### src/rtl/sma_pkg.sv
// Shared types and codes for the stack machine ALU.
// No dependencies; imported by every module of the block.
package sma_pkg;

    // per-cycle command to a chain of stack cells
    typedef enum logic [1:0] {
        STK_HOLD,
        STK_PUSH,
        STK_POP
    } stk_cmd_t;

    // request to the iterative multiply/divide unit
    typedef struct packed {
        logic start;
        logic div;
    } md_req_t;

    // operation codes
    localparam logic [4:0] OP_LIT     = 5'd0;
    localparam logic [4:0] OP_DROP    = 5'd1;
    localparam logic [4:0] OP_DUP     = 5'd2;
    localparam logic [4:0] OP_SWAP    = 5'd3;
    localparam logic [4:0] OP_OVER    = 5'd4;
    localparam logic [4:0] OP_QDUP    = 5'd5;
    localparam logic [4:0] OP_AND     = 5'd6;
    localparam logic [4:0] OP_OR      = 5'd7;
    localparam logic [4:0] OP_XOR     = 5'd8;
    localparam logic [4:0] OP_INVERT  = 5'd9;
    localparam logic [4:0] OP_SHIFT   = 5'd10;
    localparam logic [4:0] OP_ADD     = 5'd11;
    localparam logic [4:0] OP_SUB     = 5'd12;
    localparam logic [4:0] OP_NEGATE  = 5'd13;
    localparam logic [4:0] OP_DIVMOD  = 5'd14;
    localparam logic [4:0] OP_DIV     = 5'd15;
    localparam logic [4:0] OP_MOD     = 5'd16;
    localparam logic [4:0] OP_MUL     = 5'd17;
    localparam logic [4:0] OP_ABS     = 5'd18;
    localparam logic [4:0] OP_MAX     = 5'd19;
    localparam logic [4:0] OP_MIN     = 5'd20;
    localparam logic [4:0] OP_EQUAL   = 5'd21;
    localparam logic [4:0] OP_LESS    = 5'd22;
    localparam logic [4:0] OP_GREATER = 5'd23;
    localparam logic [4:0] OP_CLEAR   = 5'd24;
    localparam logic [4:0] OP_TO_R    = 5'd25;
    localparam logic [4:0] OP_R_FROM  = 5'd26;
    localparam logic [4:0] OP_R_FETCH = 5'd27;
    localparam logic [4:0] OP_R_CLEAR = 5'd28;

    // status codes, larger wins
    localparam logic [2:0] ST_OK   = 3'd0;
    localparam logic [2:0] ST_UF   = 3'd1;
    localparam logic [2:0] ST_OVF  = 3'd2;
    localparam logic [2:0] ST_DIV0 = 3'd3;
    localparam logic [2:0] ST_ROVF = 3'd4;
    localparam logic [2:0] ST_RUF  = 3'd5;

endpackage

### src/rtl/stack_machine_alu_top.sv
// Top level of the stack machine ALU: sequencer, ALU and the two cell stacks.
// Depends on sma_pkg, sma_stack and sma_muldiv.
//
// channel | dir | tdata                    | tuser
// s_*     | in  | value[31:0]              | op[4:0]
// m_*     | out | top,next,ddepth,rdepth   | status[2:0]
//
// An item passes through accept, decode, one pop or one push on the data stack
// per step, a final settle step, then the result load. Multiply and divide
// with a nonzero top also run the bit-serial unit between decode and the steps.
// Reset clears both depths and all control; cell contents are not reset.
// A held result does not block the next word; the sequencer waits in its
// last cycle only while the output register is still full.
module stack_machine_alu_top
    import sma_pkg::*;
#(
    parameter int STACK_DEPTH  = 16,
    parameter int RETURN_DEPTH = 16,
    parameter int CELL_BITS    = 32
)
(
    input  logic        clk,
    input  logic        rst_n,
    input  logic        s_tvalid,
    output logic        s_tready,
    input  logic [31:0] s_tdata,   // [31:0] value
    input  logic [4:0]  s_tuser,   // [4:0] op
    output logic        m_tvalid,
    input  logic        m_tready,
    output logic [79:0] m_tdata,   // [31:0] top_value, [63:32] next_value,
                                   // [68:64] data_depth, [73:69] return_depth
    output logic [2:0]  m_tuser    // [2:0] status
);

    localparam int C  = CELL_BITS;
    localparam int DW = $clog2(STACK_DEPTH + 1);
    localparam int RW = $clog2(RETURN_DEPTH + 1);

    typedef enum logic [2:0] {S_IDLE, S_EXEC, S_MD, S_STEP, S_FIN} state_t;

    state_t         state_reg;
    logic [4:0]     op_reg;
    logic [C-1:0]   val_reg;
    logic [DW-1:0]  dcnt_reg;
    logic [RW-1:0]  rcnt_reg;
    logic [1:0]     npop_reg;
    logic [1:0]     npush_reg;
    logic [C-1:0]   p0_reg;
    logic [C-1:0]   p1_reg;
    logic [2:0]     st_reg;
    logic           m_tvalid_reg;
    logic [31:0]    top_out_reg;
    logic [31:0]    next_out_reg;
    logic [4:0]     ddep_out_reg;
    logic [4:0]     rdep_out_reg;
    logic [2:0]     st_out_reg;

    logic [C-1:0]   d_top;
    logic [C-1:0]   d_sec;
    logic [C-1:0]   r_top;
    logic [C-1:0]   a;
    logic [C-1:0]   b;
    logic [C-1:0]   alu_res;
    logic           d_full;
    logic           r_full;
    logic           r_empty;
    stk_cmd_t       d_cmd;
    stk_cmd_t       r_cmd;
    md_req_t        md_req;
    logic           md_done;
    logic [C-1:0]   md_quo;
    logic [C-1:0]   md_rem;
    logic [C-1:0]   md_prod;
    logic [C-1:0]   fin_top;
    logic [C-1:0]   fin_sec;
    logic           out_load;

    logic [1:0]     ex_npop;
    logic [1:0]     ex_npush;
    logic [C-1:0]   ex_p0;
    logic [C-1:0]   ex_p1;
    logic [2:0]     ex_st;
    logic           ex_dclr;
    logic [RW-1:0]  ex_rcnt;

    // operands as popped from the data stack, zero when absent
    assign a       = (dcnt_reg != '0) ? d_top : '0;
    assign b       = (dcnt_reg >= DW'(2)) ? d_sec : '0;
    assign d_full  = (dcnt_reg == DW'(STACK_DEPTH));
    assign r_full  = (rcnt_reg == RW'(RETURN_DEPTH));
    assign r_empty = (rcnt_reg == '0);

    // single-result ALU
    always_comb
    begin
        case (op_reg)
            OP_AND:     alu_res = b & a;
            OP_OR:      alu_res = b | a;
            OP_XOR:     alu_res = b ^ a;
            OP_INVERT:  alu_res = ~a;
            OP_SHIFT:   alu_res = a[C-1] ? (b >> (-a)) : (b << a);
            OP_ADD:     alu_res = b + a;
            OP_SUB:     alu_res = b - a;
            OP_NEGATE:  alu_res = -a;
            OP_ABS:     alu_res = a[C-1] ? -a : a;
            OP_MAX:     alu_res = ($signed(b) < $signed(a)) ? a : b;
            OP_MIN:     alu_res = ($signed(a) < $signed(b)) ? a : b;
            OP_EQUAL:   alu_res = C'(b == a);
            OP_LESS:    alu_res = C'($signed(b) < $signed(a));
            OP_GREATER: alu_res = C'($signed(a) < $signed(b));
            default:    alu_res = '0;
        endcase
    end

    // decode: pop/push counts, push words and status for the execute cycle
    always_comb
    begin
        ex_npop  = 2'd0;
        ex_npush = 2'd0;
        ex_p0    = p0_reg;
        ex_p1    = p1_reg;
        ex_st    = ST_OK;
        ex_dclr  = 1'b0;
        ex_rcnt  = rcnt_reg;
        unique case (op_reg) inside
            OP_LIT:
            begin
                ex_p0    = val_reg;
                ex_npush = 2'd1;
            end
            OP_DROP:
            begin
                ex_npop = 2'd1;
                if (dcnt_reg == '0) ex_st = ST_UF;
            end
            OP_DUP:
            begin
                ex_p0    = a;
                ex_npush = 2'd1;
                if (dcnt_reg == '0) ex_st = ST_UF;
            end
            OP_SWAP, OP_OVER:
            begin
                ex_p0    = a;
                ex_p1    = b;
                ex_npop  = (op_reg == OP_SWAP) ? 2'd2 : 2'd1;
                ex_npush = 2'd2;
                if (dcnt_reg < DW'(2)) ex_st = ST_UF;
            end
            OP_QDUP:
            begin
                ex_p0 = a;
                if (dcnt_reg == '0) ex_st = ST_UF;
                else if (a != '0) ex_npush = 2'd1;
            end
            OP_INVERT, OP_NEGATE, OP_ABS:
            begin
                ex_p0    = alu_res;
                ex_npop  = 2'd1;
                ex_npush = 2'd1;
                if (dcnt_reg == '0) ex_st = ST_UF;
            end
            OP_DIVMOD, OP_DIV, OP_MOD, OP_MUL:
            begin
                ex_p0    = '0;
                ex_p1    = '0;
                ex_npop  = 2'd2;
                ex_npush = (op_reg == OP_DIVMOD) ? 2'd2 : 2'd1;
                if (a == '0 && op_reg != OP_MUL) ex_st = ST_DIV0;
                else if (dcnt_reg < DW'(2)) ex_st = ST_UF;
            end
            OP_CLEAR:
            begin
                ex_dclr = 1'b1;
            end
            OP_TO_R:
            begin
                if (r_full)
                begin
                    ex_dclr = 1'b1;
                    ex_rcnt = '0;
                    ex_st   = ST_ROVF;
                end
                else
                begin
                    ex_npop = 2'd1;
                    ex_rcnt = rcnt_reg + RW'(1);
                    if (dcnt_reg == '0) ex_st = ST_UF;
                end
            end
            OP_R_FROM:
            begin
                if (r_empty)
                begin
                    ex_dclr = 1'b1;
                    ex_rcnt = '0;
                    ex_st   = ST_RUF;
                end
                else
                begin
                    ex_p0    = r_top;
                    ex_npush = 2'd1;
                    ex_rcnt  = rcnt_reg - RW'(1);
                end
            end
            OP_R_FETCH:
            begin
                ex_p0    = r_empty ? '0 : r_top;
                ex_npush = 2'd1;
                if (r_empty) ex_st = ST_UF;
            end
            OP_R_CLEAR:
            begin
                ex_rcnt = '0;
            end
            OP_AND, OP_OR, OP_XOR, OP_SHIFT, OP_ADD, OP_SUB, OP_MAX,
            OP_MIN, OP_EQUAL, OP_LESS, OP_GREATER:
            begin
                ex_p0    = alu_res;
                ex_npop  = 2'd2;
                ex_npush = 2'd1;
                if (dcnt_reg < DW'(2)) ex_st = ST_UF;
            end
            default:
            begin
            end
        endcase
    end

    // stack commands
    always_comb
    begin
        d_cmd = STK_HOLD;
        r_cmd = STK_HOLD;
        if (state_reg == S_STEP)
        begin
            if (npop_reg != '0)
            begin
                if (dcnt_reg != '0)
                begin
                    d_cmd = STK_POP;
                end
            end
            else if (npush_reg != '0 && !d_full)
            begin
                d_cmd = STK_PUSH;
            end
        end
        if (state_reg == S_EXEC)
        begin
            if (op_reg == OP_TO_R && !r_full)
            begin
                r_cmd = STK_PUSH;
            end
            else if (op_reg == OP_R_FROM && !r_empty)
            begin
                r_cmd = STK_POP;
            end
        end
    end

    assign md_req.start = (state_reg == S_EXEC) && (a != '0) &&
                          (op_reg == OP_DIVMOD || op_reg == OP_DIV ||
                           op_reg == OP_MOD || op_reg == OP_MUL);
    assign md_req.div   = (op_reg != OP_MUL);

    sma_stack #(.WIDTH(C), .DEPTH(STACK_DEPTH)) u_dstack (
        .clk       (clk),
        .cmd       (d_cmd),
        .push_data (p0_reg),
        .top       (d_top),
        .second    (d_sec)
    );

    sma_stack #(.WIDTH(C), .DEPTH(RETURN_DEPTH)) u_rstack (
        .clk       (clk),
        .cmd       (r_cmd),
        .push_data (a),
        .top       (r_top),
        .second    ()
    );

    sma_muldiv #(.WIDTH(C)) u_muldiv (
        .clk   (clk),
        .rst_n (rst_n),
        .req   (md_req),
        .a     (a),
        .b     (b),
        .done  (md_done),
        .quo   (md_quo),
        .rem   (md_rem),
        .prod  (md_prod)
    );

    assign fin_top  = a;
    assign fin_sec  = b;
    assign out_load = (state_reg == S_FIN) && (!m_tvalid_reg || m_tready);

    // sequencer
    always_ff @(posedge clk or negedge rst_n)
    begin
        if (!rst_n)
        begin
            state_reg    <= S_IDLE;
            op_reg       <= '0;
            val_reg      <= '0;
            dcnt_reg     <= '0;
            rcnt_reg     <= '0;
            npop_reg     <= '0;
            npush_reg    <= '0;
            p0_reg       <= '0;
            p1_reg       <= '0;
            st_reg       <= ST_OK;
            m_tvalid_reg <= 1'b0;
            top_out_reg  <= '0;
            next_out_reg <= '0;
            ddep_out_reg <= '0;
            rdep_out_reg <= '0;
            st_out_reg   <= ST_OK;
        end
        else
        begin
            m_tvalid_reg <= out_load || (m_tvalid_reg && !m_tready);
            unique case (state_reg)
                S_IDLE:
                begin
                    if (s_tvalid)
                    begin
                        op_reg    <= s_tuser;
                        val_reg   <= C'($signed(s_tdata));
                        state_reg <= S_EXEC;
                    end
                end
                S_EXEC:
                begin
                    npop_reg  <= ex_npop;
                    npush_reg <= ex_npush;
                    p0_reg    <= ex_p0;
                    p1_reg    <= ex_p1;
                    st_reg    <= ex_st;
                    rcnt_reg  <= ex_rcnt;
                    if (ex_dclr) dcnt_reg <= '0;
                    state_reg <= md_req.start ? S_MD : S_STEP;
                end
                S_MD:
                begin
                    if (md_done)
                    begin
                        state_reg <= S_STEP;
                        case (op_reg)
                            OP_DIVMOD:
                            begin
                                p0_reg <= md_rem;
                                p1_reg <= md_quo;
                            end
                            OP_DIV:  p0_reg <= md_quo;
                            OP_MOD:  p0_reg <= md_rem;
                            default: p0_reg <= md_prod;
                        endcase
                    end
                end
                S_STEP:
                begin
                    // one pop or one push per cycle, pops first
                    if (npop_reg != '0)
                    begin
                        npop_reg <= npop_reg - 2'd1;
                        if (dcnt_reg != '0) dcnt_reg <= dcnt_reg - DW'(1);
                    end
                    else if (npush_reg != '0)
                    begin
                        npush_reg <= npush_reg - 2'd1;
                        p0_reg    <= p1_reg;
                        if (d_full)
                        begin
                            dcnt_reg <= '0;
                            if (st_reg < ST_OVF) st_reg <= ST_OVF;
                        end
                        else
                        begin
                            dcnt_reg <= dcnt_reg + DW'(1);
                        end
                    end
                    else
                    begin
                        state_reg <= S_FIN;
                    end
                end
                S_FIN:
                begin
                    if (out_load)
                    begin
                        top_out_reg  <= 32'($signed(fin_top));
                        next_out_reg <= 32'($signed(fin_sec));
                        ddep_out_reg <= 5'(dcnt_reg);
                        rdep_out_reg <= 5'(rcnt_reg);
                        st_out_reg   <= st_reg;
                        state_reg    <= S_IDLE;
                    end
                end
                default: state_reg <= S_IDLE;
            endcase
        end
    end

    assign s_tready = (state_reg == S_IDLE);
    assign m_tvalid = m_tvalid_reg;
    assign m_tdata  = {6'b0, rdep_out_reg, ddep_out_reg, next_out_reg, top_out_reg};
    assign m_tuser  = st_out_reg;

    // checks
    a_dcnt_range: assert property (@(posedge clk) disable iff (!rst_n)
        dcnt_reg <= DW'(STACK_DEPTH))
        else $error("data depth beyond stack size");

    a_rcnt_range: assert property (@(posedge clk) disable iff (!rst_n)
        rcnt_reg <= RW'(RETURN_DEPTH))
        else $error("return depth beyond stack size");

    a_one_at_a_time: assert property (@(posedge clk) disable iff (!rst_n)
        (s_tvalid && s_tready) |=> !s_tready)
        else $error("word accepted while busy");

    a_status_code: assert property (@(posedge clk) disable iff (!rst_n)
        m_tvalid |-> (m_tuser <= ST_RUF))
        else $error("status code out of range");

endmodule

### src/rtl/sma_cell.sv
// One stack cell: holds a single entry, shifts toward or away from the top.
// Depends on sma_pkg.
module sma_cell
    import sma_pkg::*;
#(
    parameter int WIDTH = 32
)
(
    input  logic             clk,
    input  stk_cmd_t         cmd,
    input  logic [WIDTH-1:0] from_up,    // neighbor nearer the top
    input  logic [WIDTH-1:0] from_down,  // neighbor farther from the top
    output logic [WIDTH-1:0] q
);

    logic [WIDTH-1:0] q_reg;

    // payload only, no reset
    always_ff @(posedge clk)
    begin
        case (cmd)
            STK_PUSH: q_reg <= from_up;
            STK_POP:  q_reg <= from_down;
            default:  q_reg <= q_reg;
        endcase
    end

    assign q = q_reg;

endmodule

### src/rtl/sma_stack.sv
// Stack built as a row of sma_cell, top entry in cell 0.
// Depends on sma_pkg and sma_cell.
module sma_stack
    import sma_pkg::*;
#(
    parameter int WIDTH = 32,
    parameter int DEPTH = 16
)
(
    input  logic             clk,
    input  stk_cmd_t         cmd,
    input  logic [WIDTH-1:0] push_data,
    output logic [WIDTH-1:0] top,
    output logic [WIDTH-1:0] second
);

    logic [WIDTH-1:0] q [DEPTH];

    // each cell sees its two neighbors; the ends see the push word and itself
    for (genvar i = 0; i < DEPTH; i++)
    begin : g_cell
        logic [WIDTH-1:0] up_w;
        logic [WIDTH-1:0] down_w;
        if (i == 0)
        begin : g_first
            assign up_w = push_data;
        end
        else
        begin : g_mid
            assign up_w = q[i-1];
        end
        if (i == DEPTH - 1)
        begin : g_last
            assign down_w = q[i];
        end
        else
        begin : g_rest
            assign down_w = q[i+1];
        end
        sma_cell #(.WIDTH(WIDTH)) u_cell (
            .clk       (clk),
            .cmd       (cmd),
            .from_up   (up_w),
            .from_down (down_w),
            .q         (q[i])
        );
    end

    assign top    = q[0];
    assign second = q[1];

endmodule

### src/rtl/sma_muldiv.sv
// Iterative unsigned multiply and restoring divide, one bit per cycle.
// Depends on sma_pkg.
module sma_muldiv
    import sma_pkg::*;
#(
    parameter int WIDTH = 32
)
(
    input  logic             clk,
    input  logic             rst_n,
    input  md_req_t          req,
    input  logic [WIDTH-1:0] a,      // multiplier / divisor
    input  logic [WIDTH-1:0] b,      // multiplicand / dividend
    output logic             done,
    output logic [WIDTH-1:0] quo,
    output logic [WIDTH-1:0] rem,
    output logic [WIDTH-1:0] prod
);

    localparam int CW = $clog2(WIDTH + 1);

    logic [CW-1:0]    cnt_reg;
    logic             div_reg;
    logic             done_reg;
    logic [WIDTH-1:0] x_reg;  // accumulator / partial remainder
    logic [WIDTH-1:0] y_reg;  // shifted multiplicand / dividend-quotient
    logic [WIDTH-1:0] z_reg;  // multiplier / divisor
    logic [WIDTH:0]   trial;

    assign trial = {x_reg, y_reg[WIDTH-1]} - {1'b0, z_reg};

    // control
    always_ff @(posedge clk or negedge rst_n)
    begin
        if (!rst_n)
        begin
            cnt_reg  <= '0;
            done_reg <= 1'b0;
        end
        else
        begin
            done_reg <= (cnt_reg == CW'(1));
            if (req.start)
            begin
                cnt_reg <= CW'(WIDTH);
            end
            else if (cnt_reg != '0)
            begin
                cnt_reg <= cnt_reg - CW'(1);
            end
        end
    end

    // datapath
    always_ff @(posedge clk)
    begin
        if (req.start)
        begin
            div_reg <= req.div;
            x_reg   <= '0;
            y_reg   <= b;
            z_reg   <= a;
        end
        else if (cnt_reg != '0)
        begin
            if (div_reg)
            begin
                x_reg <= trial[WIDTH] ? {x_reg[WIDTH-2:0], y_reg[WIDTH-1]} : trial[WIDTH-1:0];
                y_reg <= {y_reg[WIDTH-2:0], ~trial[WIDTH]};
            end
            else
            begin
                if (z_reg[0])
                begin
                    x_reg <= x_reg + y_reg;
                end
                y_reg <= {y_reg[WIDTH-2:0], 1'b0};
                z_reg <= {1'b0, z_reg[WIDTH-1:1]};
            end
        end
    end

    assign done = done_reg;
    assign quo  = y_reg;
    assign rem  = x_reg;
    assign prod = x_reg;

endmodule
### config.mk
export PLATFORM = sky130hd
export DESIGN_NAME = stack_machine_alu_top
export DESIGN_NICKNAME = d
export VERILOG_FILES = /design/src/rtl/sma_pkg.sv /design/src/rtl/stack_machine_alu_top.sv /design/src/rtl/sma_cell.sv /design/src/rtl/sma_stack.sv /design/src/rtl/sma_muldiv.sv
export SDC_FILE = /design/constraint.sdc
export NUM_CORES = 2
export LEC_CHECK = 0
export ABC_CLOCK_PERIOD_IN_PS = 96800
export BUFFER_PORTS_ARGS = -buffer_cell sky130_fd_sc_hd__buf_4
export CORE_MARGIN = 10
export CORE_UTILIZATION = 45
export DETAILED_ROUTE_END_ITERATION = 7
export MAX_ROUTING_LAYER = met4
export PLACE_DENSITY_LB_ADDON = 0.25
export SLEW_MARGIN = 30
export SYNTH_ARGS = -nofsm -noshare
export SYNTH_HDL_FRONTEND = slang
export SYNTH_SLANG_ARGS = --single-unit
### constraint.sdc
create_clock -name clk -period 96.8 [get_ports clk]
set_clock_uncertainty 0.05 [all_clocks]
set_input_delay 9.68 -clock clk [delete_from_list [all_inputs] [get_ports clk]]
set_output_delay 9.68 -clock clk [all_outputs]
set_load 0.01 [all_outputs]
==> impl_metrics.json <==
{
  "grt_overflow": 0,
  "syn_area_um2": 72100,
  "placementRows": 146,
  "yosys_warnings": 0,
  "fin_crit_ps": 11860,
  "io_pins": 126,
  "tns_ps": 0,
  "synth_seq_cells": 1327,
  "path_clk_slew_ps": 70,
  "crit_arrival_ps": 2130,
  "dieHeight_um": 420,
  "cts_buffers": 147,
  "dr.pass1.iters": 6,
  "hold_path.class": "reg2reg",
  "drt_wl_total_um": 256000,
  "synth_edf_count": 1089,
  "outcome": "finished, final reports clean",
  "num_vias": 56700,
  "required_ps": 87070,
  "finalHoldViolCount": 0,
  "die_w_um": 420,
  "worstSkewPairLatency_ps": 810,
  "coreArea_um2": 159000,
  "ir_drop_v": 0.0000245,
  "yosysMostFrequentCell": "nand2_1",
  "p_leak_uw": 0.0308,
  "design.die.area_um2": 177000,
  "ctsResizeCount": 0,
  "max_freq_ghz": 0.0843,
  "cts.hold.buffers_added": 0,
  "setup_viol": 0,
  "avgSynthCellArea_um2": 10.1,
  "drive_gt1_share_pct": 15.5,
  "root_buffer": "clkbuf_16",
  "synthCells": 7118,
  "async_flop_share_pct": 15.5,
  "cp_max_fo": 21,
  "cts_tree": "done",
  "route.detailed.drc": 0,
  "grt_pass1_vias": 53000,
  "yosysTopAreaCell": "edfxtp_1",
  "wl_per_cell_um": 27.5,
  "nNetsFinal": 7354,
  "cp-start-kind": "flip-flop",
  "cts_sinks": 1327,
  "synth_top_cells_by_area": "edfxtp_1, nand2_1, mux2_2, dfrtp_1, ha_1",
  "ctsHtreeMaxLevel": 4,
  "portBuffers": 119,
  "via_per_inst": 6.09,
  "antenna_found_initial": 22,
  "rsz0062_at_grt": "false",
  "synth_common_cells": "nand2_1, edfxtp_1, mux2_2",
  "worstSetupPathType": "reg2out",
  "cts.path.max_buffers": 3,
  "slew_violations": 0,
  "drv_cap": 0,
  "grt_pass1_wl_um": 371000,
  "hpwl_um": 180000,
  "layout_worst_path_cycle_share_pct": 12.2,
  "grt_usage_pct": 29.0,
  "syn2layout_area_growth_pct": 11.4,
  "hold_ws_ps": 366,
  "synthFlopType": "edfxtp_1",
  "grt_max_degree": 232,
  "tightest_slew_ps": 1150,
  "yosys.area.top_type_share_pct": 45.4,
  "end_kind": "output pin",
  "antenna_left": 0,
  "start_util_pct": 45.4,
  "drtIter0Drc": 6661,
  "fill_cells": 14500,
  "ys_seq_area_share_pct": 53.4,
  "ys_types": 97,
  "slew_headroom_pct": 22.5,
  "powerDensity_nw_per_um2": 40.9,
  "place_congestion": 1.08,
  "cts_setup_buffers": 0
}
[logic make-up (layout without fill, tap and decap cells)]
logic type | count (synthesis) | in the layout | share of synthesized area, %
buffers and inverters | 647 | 747 | 3.42
adder cells (fa/ha/maj) | 209 | 209 | 3.67
XOR/XNOR | 85 | 85 | 1.03
AND/OR/NAND/NOR | 2723 | 2723 | 15.7
other | 1 | 26 | 0.00520
multiplexers | 634 | 634 | 9.96
AO/OA/AOI/OAI | 1492 | 1492 | 12.8
flip-flops | 1327 | 1327 | 53.4
[per-layer routing]
metal | track usage [%] | vias to the layer above | share of wire, %
met5 | - | - | 0
met2 | 41.0 | 2548 | 43
met3 | 5.82 | 610 | 8.2
met4 | 14.0 | 0 | 5.4
met1 | 39.8 | 28000 | 44
li1 | - | 25600 | -
[critical path, cell delays in order, from the launching register on]
cell     delay, ps
dfrtp_2        600
nor3_1         490
buf_4          230
[cells in the final DEF (no fill, tap or decap), types with 60 or more instances in the layout]
| cell type | count |
|---|---|
| ha_1 | 202 |
| dfrtp_1 | 205 |
| a21oi_1 | 386 |
| nand2_1 | 1913 |
| clkbuf_16 | 149 |
| mux2i_1 | 85 |
| edfxtp_1 | 1089 |
| o21ai_0 | 496 |
| inv_1 | 182 |
| mux2_2 | 536 |
| nor2_1 | 312 |
| nor3_1 | 124 |
| a211oi_1 | 60 |
| buf_4 | 272 |
| nand3_1 | 81 |
[worst paths after layout]
kind	start	to	slack (ps)	cells after the start
worst max register to register	dcnt_reg[1]	p0_reg[16]	88550	17
min in group asynchronous	rst_n	p1_reg[15]	8870	1
max in group asynchronous	rst_n	next_out_reg[0]	86380	2
worst min register to register	u_dstack.g_cell[14].u_cell.q[16]	u_dstack.g_cell[15].u_cell.q[16]	370	0
worst max-delay path	state_reg[0]	s_tready	84940	2
worst min-delay path	u_dstack.g_cell[14].u_cell.q[16]	u_dstack.g_cell[15].u_cell.q[16]	370	0
[final cells by class]
| class | instances | area (um2) | share of cell area (%) |
|---|---|---|---|
| sequential | 1327 | 38500 | 47.9 |
| multi-input combinational | 5149 | 31400 | 39.1 |
| clock buffer | 195 | 3940 | 4.91 |
| tap | 2072 | 2590 | 3.23 |
| timing repair buffer | 290 | 2350 | 2.93 |
| clock inverter | 73 | 778 | 0.969 |
| inverter | 189 | 722 | 0.899 |
| antenna | 20 | 50.0 | 0.0623 |
[per-stage QoR]
step,cell area (um2),setup slack [ps],cells,power (uW),utilization (%)
2_1_floorplan,72100,59930,7123,2070,-
3_3_place_gp,75300,84780,9021,2660,47.5
3_5_place_dp,75400,84750,9022,2680,47.5
4_1_cts,80100,84930,9290,3240,50.4
5_1_grt,80300,84940,9308,3420,50.6
6_report,80300,84940,9315,3280,50.6
[report_power, final]
part	switching (uW)	internal (uW)	total, uW
registers	140	868	1010
logic	1150	580	1730
clock network	245	305	550
total	1530	1750	3280
Power figures use the tool's default switching activity.
